**src/rtl/core/sfp_pkg.sv**
```systemverilog
// Shared constants and types of the serial frame parser.
package sfp_pkg;

  localparam int unsigned PAYLOAD_BYTES = 8;
  localparam int unsigned NUM_SAMPLES   = PAYLOAD_BYTES / 2;
  localparam int unsigned CNT_W         = $clog2(PAYLOAD_BYTES + 1);
  localparam int unsigned IDX_W         = $clog2(PAYLOAD_BYTES);
  localparam logic [7:0]  SUM_SEED      = 8'd10;
  localparam int unsigned QUEUE_DEPTH   = 2;
  localparam int unsigned QPTR_W        = $clog2(QUEUE_DEPTH);
  localparam int unsigned QCNT_W        = $clog2(QUEUE_DEPTH + 1);

  typedef logic [PAYLOAD_BYTES-1:0][7:0] payload_t;

  // One finished frame handed from the parser to the result stage.
  typedef struct packed {
    logic     ok;
    payload_t payload;
  } frame_t;

endpackage

```
**src/rtl/core/sfp_front.sv**
```systemverilog
// Frame parser: start byte hunt, payload capture and checksum check.
module sfp_front import sfp_pkg::*; (
  input  logic       clk_i,
  input  logic       rst_ni,
  input  logic       cfg_valid_i,
  output logic       cfg_ready_o,
  input  logic [7:0] cfg_start_byte_i,
  input  logic       in_valid_i,
  output logic       in_ready_o,
  input  logic [7:0] rx_byte_i,
  input  logic       full_i,
  output logic       push_o,
  output frame_t     push_data_o
);

  logic [7:0]       start_byte_q;
  logic             in_frame_q, in_frame_d;
  logic [CNT_W-1:0] byte_count_q, byte_count_d;
  logic [7:0]       sum_q, sum_d;
  payload_t         payload_q;
  logic             accept;
  logic             at_checksum;

  assign cfg_ready_o = 1'b1;
  assign in_ready_o  = !full_i;
  assign accept      = in_valid_i && in_ready_o;
  assign at_checksum = in_frame_q && (byte_count_q == CNT_W'(PAYLOAD_BYTES));

  assign push_o              = accept && at_checksum;
  assign push_data_o.ok      = (rx_byte_i == sum_q);
  assign push_data_o.payload = payload_q;

  always_comb begin
    in_frame_d   = in_frame_q;
    byte_count_d = byte_count_q;
    sum_d        = sum_q;
    if (accept) begin
      if (!in_frame_q) begin
        if (rx_byte_i == start_byte_q) begin
          in_frame_d   = 1'b1;
          byte_count_d = '0;
          sum_d        = SUM_SEED;
        end
      end else if (at_checksum) begin
        in_frame_d   = 1'b0;
        byte_count_d = '0;
        sum_d        = SUM_SEED;
      end else begin
        byte_count_d = byte_count_q + CNT_W'(1);
        sum_d        = sum_q + rx_byte_i;
      end
    end
  end

  always_ff @(posedge clk_i or negedge rst_ni) begin
    if (!rst_ni) begin
      start_byte_q <= '0;
      in_frame_q   <= 1'b0;
      byte_count_q <= '0;
      sum_q        <= SUM_SEED;
    end else begin
      if (cfg_valid_i) begin
        start_byte_q <= cfg_start_byte_i;
      end
      in_frame_q   <= in_frame_d;
      byte_count_q <= byte_count_d;
      sum_q        <= sum_d;
    end
  end

  always_ff @(posedge clk_i) begin
    if (accept && in_frame_q && !at_checksum) begin
      payload_q[byte_count_q[IDX_W-1:0]] <= rx_byte_i;
    end
  end

endmodule

```
**src/rtl/core/sfp_queue.sv**
```systemverilog
// Short queue of finished frames between the parser and the result stage.
module sfp_queue import sfp_pkg::*; (
  input  logic   clk_i,
  input  logic   rst_ni,
  input  logic   push_i,
  input  frame_t push_data_i,
  output logic   full_o,
  input  logic   pop_i,
  output logic   empty_o,
  output frame_t pop_data_o
);

  frame_t            mem_q [QUEUE_DEPTH];
  logic [QPTR_W-1:0] wr_ptr_q, rd_ptr_q;
  logic [QCNT_W-1:0] count_q;

  assign full_o     = (count_q == QCNT_W'(QUEUE_DEPTH));
  assign empty_o    = (count_q == '0);
  assign pop_data_o = mem_q[rd_ptr_q];

  always_ff @(posedge clk_i or negedge rst_ni) begin
    if (!rst_ni) begin
      wr_ptr_q <= '0;
      rd_ptr_q <= '0;
      count_q  <= '0;
    end else begin
      if (push_i) begin
        wr_ptr_q <= (wr_ptr_q == QPTR_W'(QUEUE_DEPTH - 1)) ? '0 : wr_ptr_q + QPTR_W'(1);
      end
      if (pop_i) begin
        rd_ptr_q <= (rd_ptr_q == QPTR_W'(QUEUE_DEPTH - 1)) ? '0 : rd_ptr_q + QPTR_W'(1);
      end
      if (push_i && !pop_i) begin
        count_q <= count_q + QCNT_W'(1);
      end else if (pop_i && !push_i) begin
        count_q <= count_q - QCNT_W'(1);
      end
    end
  end

  always_ff @(posedge clk_i) begin
    if (push_i) begin
      mem_q[wr_ptr_q] <= push_data_i;
    end
  end

endmodule

```
**src/rtl/core/sfp_back.sv**
```systemverilog
// Result stage: sample unpacking, error counting and the output register.
module sfp_back import sfp_pkg::*; (
  input  logic               clk_i,
  input  logic               rst_ni,
  input  logic               empty_i,
  input  frame_t             frame_i,
  output logic               pop_o,
  output logic               out_valid_o,
  input  logic               out_ready_i,
  output logic               frame_ok_o,
  output logic signed [15:0] sample_0_o,
  output logic signed [15:0] sample_1_o,
  output logic signed [15:0] sample_2_o,
  output logic signed [15:0] sample_3_o,
  output logic [31:0]        error_count_o
);

  logic        valid_q;
  logic        ok_q;
  logic [31:0] errors_q, errors_d;
  logic [NUM_SAMPLES-1:0][15:0] samples_q, samples_d;

  assign pop_o = !empty_i && (!valid_q || out_ready_i);

  always_comb begin
    errors_d = frame_i.ok ? errors_q : errors_q + 32'd1;
    for (int k = 0; k < NUM_SAMPLES; k++) begin
      samples_d[k] = frame_i.ok ? {frame_i.payload[2*k+1], frame_i.payload[2*k]} : 16'd0;
    end
  end

  always_ff @(posedge clk_i or negedge rst_ni) begin
    if (!rst_ni) begin
      valid_q  <= 1'b0;
      errors_q <= '0;
    end else begin
      if (pop_o) begin
        valid_q  <= 1'b1;
        errors_q <= errors_d;
      end else if (out_ready_i) begin
        valid_q <= 1'b0;
      end
    end
  end

  always_ff @(posedge clk_i) begin
    if (pop_o) begin
      ok_q      <= frame_i.ok;
      samples_q <= samples_d;
    end
  end

  assign out_valid_o   = valid_q;
  assign frame_ok_o    = ok_q;
  assign sample_0_o    = signed'(samples_q[0]);
  assign sample_1_o    = signed'(samples_q[1]);
  assign sample_2_o    = signed'(samples_q[2]);
  assign sample_3_o    = signed'(samples_q[3]);
  assign error_count_o = errors_q;

endmodule

```
**src/rtl/core/serial_frame_parser_checksum.sv**
```systemverilog
// Serial frame parser: hunts a start byte, checks an additive checksum, emits samples.
//
// Received bytes come in on the in channel (in_valid_i, in_ready_o, rx_byte_i),
// one request per cycle. The start byte is set through the cfg channel, which is
// always ready and takes effect from the next cycle. A frame is the start byte,
// eight payload bytes and one checksum byte equal to 10 plus the payload sum,
// modulo 256. Only the checksum byte produces a result on the out channel: frame_ok_o
// with four little-endian signed samples, or an error with zero samples and the
// bumped error_count_o. The parser writes the finished frame into a two-entry queue
// and the result stage moves it to the output register when that register is free or
// being read. Throughput is one byte per cycle while the queue is not full; the result
// stage drains one frame per cycle while the receiver is ready. When the receiver
// stalls, results wait in the output register and the queue; bytes keep being taken
// until the queue is full, and only then does in_ready_o drop. Reset returns the
// parser to hunting, clears the start byte, the error count and all valid state.
module serial_frame_parser_checksum import sfp_pkg::*; (
  input  logic               clk_i,
  input  logic               rst_ni,
  input  logic               cfg_valid_i,
  output logic               cfg_ready_o,
  input  logic [7:0]         cfg_start_byte_i,
  input  logic               in_valid_i,
  output logic               in_ready_o,
  input  logic [7:0]         rx_byte_i,
  output logic               out_valid_o,
  input  logic               out_ready_i,
  output logic               frame_ok_o,
  output logic signed [15:0] sample_0_o,
  output logic signed [15:0] sample_1_o,
  output logic signed [15:0] sample_2_o,
  output logic signed [15:0] sample_3_o,
  output logic [31:0]        error_count_o
);

  logic   push, full, pop, empty;
  frame_t push_data, pop_data;

  sfp_front u_front (
    .clk_i            (clk_i),
    .rst_ni           (rst_ni),
    .cfg_valid_i      (cfg_valid_i),
    .cfg_ready_o      (cfg_ready_o),
    .cfg_start_byte_i (cfg_start_byte_i),
    .in_valid_i       (in_valid_i),
    .in_ready_o       (in_ready_o),
    .rx_byte_i        (rx_byte_i),
    .full_i           (full),
    .push_o           (push),
    .push_data_o      (push_data)
  );

  sfp_queue u_queue (
    .clk_i       (clk_i),
    .rst_ni      (rst_ni),
    .push_i      (push),
    .push_data_i (push_data),
    .full_o      (full),
    .pop_i       (pop),
    .empty_o     (empty),
    .pop_data_o  (pop_data)
  );

  sfp_back u_back (
    .clk_i         (clk_i),
    .rst_ni        (rst_ni),
    .empty_i       (empty),
    .frame_i       (pop_data),
    .pop_o         (pop),
    .out_valid_o   (out_valid_o),
    .out_ready_i   (out_ready_i),
    .frame_ok_o    (frame_ok_o),
    .sample_0_o    (sample_0_o),
    .sample_1_o    (sample_1_o),
    .sample_2_o    (sample_2_o),
    .sample_3_o    (sample_3_o),
    .error_count_o (error_count_o)
  );

endmodule

```
**config.mk**
```make
export PLATFORM = sky130hd
export DESIGN_NAME = serial_frame_parser_checksum
export DESIGN_NICKNAME = d
export VERILOG_FILES = /design/src/rtl/core/sfp_pkg.sv /design/src/rtl/core/sfp_front.sv /design/src/rtl/core/sfp_queue.sv /design/src/rtl/core/sfp_back.sv /design/src/rtl/core/serial_frame_parser_checksum.sv
export SDC_FILE = /design/constraint.sdc
export NUM_CORES = 1
export LEC_CHECK = 0
export BUFFER_PORTS_ARGS = -buffer_cell sky130_fd_sc_hd__buf_2
export CORE_MARGIN = 2
export CORE_UTILIZATION = 50
export DETAILED_ROUTE_END_ITERATION = 8
export GPL_TIMING_DRIVEN = 0
export PLACE_DENSITY = 0.72
export SYNTH_ARGS = -nofsm -noshare
export SYNTH_HDL_FRONTEND = slang
export SYNTH_HIERARCHICAL = 1
export SYNTH_SLANG_ARGS = --single-unit
export TNS_END_PERCENT = 20
```
**constraint.sdc**
```tcl
create_clock -name clk_i -period 4.6 [get_ports clk_i]
set_input_delay 0.69 -clock clk_i [delete_from_list [all_inputs] [get_ports clk_i]]
set_output_delay 0.69 -clock clk_i [all_outputs]
set_load 0.01 [all_outputs]
```
# Word level (Yosys, flattened, before mapping)
# Memories as Yosys holds them, arrays and structs flattened.
# Index checks and enable logic that the tools add are counted.
# word_totals
reg_bits	187
ram_bits	130
n_memories	1
# op_classes
addsub	7
magnitude_cmp	2
n_eq_ne	4
muxes	20
bitwise_logic	1
reduce_logical	22
# memory_table
memory	depth	width	rd	rd_clocked_by_memory_dff	write_ports	line	rtl
u_queue.mem_q	2	65	1	0	1	sfp_queue.sv:13	frame_t mem_q [QUEUE_DEPTH];
# op_table
cell	n
bitwise mux 64 bit	1
adder 32 x 1 -> 32 bit (second input constant)	1
2-to-1 mux 8 bit	4
demux 8 bit (select 3 bit)	1
== test 8 bit	2
2-to-1 mux 4 bit	3
logical AND 1 bit	9
2-to-1 mux 1 bit	9
adder 8 bit	1
zero test 1 bit	6
nonzero test 2 bit	3
adder 4 x 1 -> 4 bit (second input constant)	1
== test 4 bit (second input constant)	1
< comparator 3 x 4 -> 1 bit (second input constant)	1
2-to-1 mux 2 bit	2
AND reduction 2 bit	2
greater-or-equal comparator 3 x 1 -> 1 bit (second input constant)	1
adder 1 bit (second input constant)	2
adder 2 x 1 -> 2 bit (second input constant)	1
== test 2 bit (second input constant)	1
zero test 2 bit	1
subtractor 2 x 1 -> 2 bit (second input constant)	1
logical OR 1 bit	1
inverter 1 bit	1

# Logic depth before layout (Yosys ltp)
# logic_depth
ltp_word	8
depth_mapped	9
ltp_nobuf	8

# By module
# The synthesis kept the hierarchy.
# modules_own_cells
mod	instances	cells_per_inst	area_per_inst_um2	seq_area_each_um2
sfp_queue	1	218	5038.6	4003.8
sfp_back	1	263	3868.7	2777.7
sfp_front	1	206	3372.0	2449.8

# Worst setup path before layout
# No wires, ideal clock.
# synth_timing
path_type	input-to-reg
start	in in_valid_i
end	mem u_queue/mem_q[0][0] (netlist name), enable pin
setup_ns	0.496
arrival_time_ns	4.503
path_slack_ns	-0.399
path_stages	4
path_cell_list	nand2_1 clkbuf_1 nor4_1 nor2b_1
# synth_between
elab_chain_len	4
# synth_lines
element	line	rtl
from (decl)	serial_frame_parser_checksum.sv:22	input logic in_valid_i,
logical AND 1 bit	sfp_front.sv:26	assign accept = in_valid_i && in_ready_o;
logical AND 1 bit	sfp_front.sv:29	assign push_o = accept && at_checksum;
via push	serial_frame_parser_checksum.sv:35	logic push, full, pop, empty;
2-to-1 mux 1 bit	sfp_queue.sv:42	if (push_i) begin
2-to-1 mux 1 bit (implied by the code)	sfp_queue.sv:43	mem_q[wr_ptr_q] <= push_data_i;
to (decl)	sfp_queue.sv:13	
# The timed path passes the listed nets, and every way through them passes these cells.

# Final worst setup path
# layout_timing
start	reg u_front.byte_count_q[0]
end	reg u_front.payload_q, in the netlist u_front/push_data_o[50], enable pin
# layout_between
elab_chain_len	4
# layout_lines
element	line	rtl
from (decl)	sfp_front.sv:18	logic [CNT_W-1:0] byte_count_q, byte_count_d;
from (signal assigned)	sfp_front.sv:66	byte_count_q <= byte_count_d;
== test 4 bit	sfp_front.sv:27	assign at_checksum = in_frame_q && (byte_count_q == CNT_W'(PAYLOAD_BYTES));
logical AND 1 bit	sfp_front.sv:27	
zero test 1 bit	sfp_front.sv:72	if (accept && in_frame_q && !at_checksum) begin
logical AND 1 bit	sfp_front.sv:72	
to (signal, indexed assignment)	sfp_front.sv:73	payload_q[byte_count_q[IDX_W-1:0]] <= rx_byte_i;
to (decl)	sfp_front.sv:20	payload_t payload_q;
# Every way passes these cells.
# A chain may end at the register's enable or synchronous reset.

==> results.toml <==
[floorplanning]
die_area_sq_um = 25830
start_util_pct = 50.64
die_x_um = 160.7
die-height_um = 160.7
core_sq_um = 24250
number_of_i_o_pins = 121
num_rows = 57

[yosys]
synthesis.yosys.warnings = 6
number_of_enable_type_register_cells_in_the_synthesized_netlist = 259
synth_cell_type_count = 61
yosys_register_bits = 317
synthesis.area_per_instance_sq_um = 17.87
leading_cell_type_by_number_of_instances_after_synthesis = "edfxtp_1"
post_synth_inst_count = 687
yosysSeqAreaShare_pct = 75.18
mappedNetlistArea_sq_um = 12280
synthDominantCellAreaShare_pct = 63.34
synth.area.top_cells = "edfxtp_1, dfrtp_1, mux2_4"
synthArstFlopShare_pct = 18.30
ys_top_cells_by_count = "edfxtp_1, and2_1, dfrtp_1, mux2_4, mux2_2"
netlist.top_cell.by_area = "edfxtp_1"
synthFlopType = "edfxtp_1"
synth_nets = 720

[flow_run]
cap_viol_max_count = 0

[clock_tree]
clk_path_buf_depth = 3
worst_setup_hold_path_clk_slew_ps = 60
cts_tree = "done"
cts_num_sinks = 317
clk_root_buffer_cell = "clkbuf_16"
worst_skew_pair.late_latency_ps = 550
cts.htree.levels = 1
cts_made_buffers = 30
cts_resized = 0
cts_setup_buffers = 0
hold_buf_cts = 0

[power_and_ir_drop]
cellLeakagePower_nw = 5.433
clk_network_pwr_share_pct = 30.8
report.power.total_w = 0.007506
power.switching_w = 0.001997
vdd.ir_drop.worst_mv = 0.3031
power.share.switching_pct = 26.61
power_frac_seq_pct = 48.3
power_density_over_cell_area_nw_per_um2 = 522.9
cell_internal_pwr_w = 0.005509
part_of_the_power_in_combinational_logic_pct = 20.9

[routing]
drtAntennaViolNets = 0
drcViolationCount = 0
detailedRoute.firstPassIterationCount = 4
route.vias.total = 6111
detail_route.vias_per_cell = 5.131
dr.first_iter.drc_count = 398
routed_wirelength_um = 20750
detail_route.wl_per_cell_um = 17.42

[timing]
hold_viol = 0
finClkSkew_ps = 15.29
setup-violations-final = 0
report.final.slew_viol_count = 0
finalCritPeriodShare_pct = 68.39
tightestPinTransition_ps = 1111
timing.setup.tns_ps = 0
finalCriticalPeriod_ps = 3146
max_clock_freq_mhz = 317.9
rsz0062_at_grt = "no"
worst_hold_slack_ps = 207.3
timing.max_slew.rel_slack_pct = 25.34

[setup_path]
cp_slowest_cell = "nor3_1"
setup.worst_path.class = "reg -> reg"
maximum_fanout_along_the_worst_path = 8
cpMostUsedCell = "clkbuf_1"
worst_path_dominant_cell_family = "simple AND/OR/NAND/NOR gates"
critPathLaunchType = "flop"
worst-endpoint-required_ps = 4760
critical_path.n_buffers_inverters = 3
end_kind = "flop"
crit_path_cell_trace = "clkbuf_1 -> inv_1 -> ha_1 -> nand2_1 -> o21ai_2 -> or2_2 -> clkbuf_1 -> nor3_1"
critical-path-max-stage-delay_ps = 930
worst-endpoint-arrival_ps = 3300

[outcome]
status = "complete, no violations"

[layout]
areaGrowthSynthToFinish_pct = 16.90
drive_gt1_share_pct = 31.72
nNetsFinal = 876
n_antenna_cell = 0

[worst_hold_path]
hold_path_class = "in -> async"

[grt]
number_of_antenna_violations_at_the_first_check_in_global_routing = 0
track_usage_pct = 16.14
number_of_global_route_vias_before_repair = 6051
grt_first_pass_wirelength_um = 32500
overflow = 0
grt_max_degree = 65

[placement]
globalplace.congestion = 0.8322
detailedPlacementHpwl_um = 12960
place.port_buffers = 118
-- registers in the layout, summed over array words and instances, names as in the netlist --
signal and count:
u_front/in_frame_q 1, u_back/sample_2_o 16, u_front/byte_count_q 4, u_queue/mem_q 130, u_back/sample_0_o 16, u_back/out_valid_o 1
u_front/push_data_o 64, u_back/sample_3_o 16, u_queue/wr_ptr_q 1, u_queue/count_q 2, u_back/sample_1_o 16, u_queue/rd_ptr_q 1
u_front/start_byte_q 8, u_front/sum_q 8, u_back/frame_ok_o 1, u_back/error_count_o 32
-- cell families (layout without fill, tap and decap cells) --
group | count (synthesis) | after routing | share of synthesized area [%]
flip-flops | 317 | 317 | 75.18
AND/OR/NAND/NOR | 162 | 162 | 8.213
multiplexers | 75 | 75 | 8.131
XOR/XNOR | 48 | 48 | 3.424
AO/OA/AOI/OAI | 39 | 39 | 2.374
buffers and inverters | 33 | 213 | 1.365
adder cells (fa/ha/maj) | 12 | 12 | 1.284
other | 1 | 1 | 0.03054
-- worst paths after layout --
| path | startpoint | end | slack (ps) | cells past startpoint |
|---|---|---|---|---|
| max | u_front/byte_count_q[0] | u_front/push_data_o[50] | 1450 | 8 |
| min | rst_ni | u_front/start_byte_q[5] | 210 | 1 |
| max reg2reg | u_front/byte_count_q[0] | u_front/push_data_o[50] | 1450 | 8 |
| min reg2reg | u_front/push_data_o[54] | u_queue/mem_q[0][54] | 430 | 0 |
| max in group asynchronous | rst_ni | u_back/error_count_o[10] | 3890 | 1 |
| min in group clk_i | cfg_start_byte_i[5] | u_front/start_byte_q[5] | 370 | 2 |
-- routing by layer --
metal | GRT usage (%) | up-vias | share of wire [%]
li1 | - | 2872 | -
met1 | 21.63 | 3042 | 43
met2 | 27.39 | 162 | 49
met3 | 2.867 | 35 | 5.3
met4 | 4.708 | 0 | 2.4
met5 | 0 | - | 0
-- layout by cell type (no fill, tap or decap), drive strengths merged, types with 3 or more instances in the layout --
| master | instances |
|---|---|
| a211o | 3 |
| a21oi | 4 |
| and2 | 65 |
| and3 | 7 |
| buf | 132 |
| clkbuf | 50 |
| clkinv | 18 |
| dfrtp | 56 |
| edfxtp | 259 |
| ha | 11 |
| inv | 11 |
| mux2 | 75 |
| nand2 | 21 |
| nand3 | 14 |
| nand4 | 8 |
| nor2 | 14 |
| nor2b | 4 |
| nor3 | 11 |
| nor4 | 10 |
| o211ai | 3 |
| o21a | 3 |
| o21ai | 11 |
| xnor2 | 25 |
| xor2 | 23 |
-- through the flow --
stage          setup WS, ps  cell area (sq um)  cells  utilization, %
3_5_place_dp           1241              13410   1135           55.29
5_1_grt                1136              14360   1191           59.20
4_1_cts                1255              14340   1191           59.13
2_1_floorplan         134.8              12280    687               -
3_3_place_gp          -1175              13280   1129           54.76
6_report               1454              14360   1191           59.20
-- power groups by stage --
| stage | clock, W | combinational, W | sequential [W] |
|---|---|---|---|
| finish | 0.00231 | 0.00157 | 0.00362 |
| global route | 0.00249 | 0.00171 | 0.00365 |
| CTS | 0.00237 | 0.00159 | 0.00363 |
| detailed placement | 0 | 0.00158 | 0.00368 |
| global placement | 0 | 0.00152 | 0.00371 |
| floorplan | 0 | 0.000982 | 0.00379 |
-- area by class of cell --
cell class / instances / area [sq um]
Tap cell: 324 / 405.4
Clock inverter: 20 / 156.4
Clock buffer: 36 / 773.2
Multi-Input combinational cell: 337 / 2925
Buffer: 22 / 126.4
Sequential cell: 317 / 9231
Inverter: 11 / 41.29
Fill cell: 1818 / 9893
Timing Repair Buffer: 124 / 695.7
(Power assumes the default switching activity.)
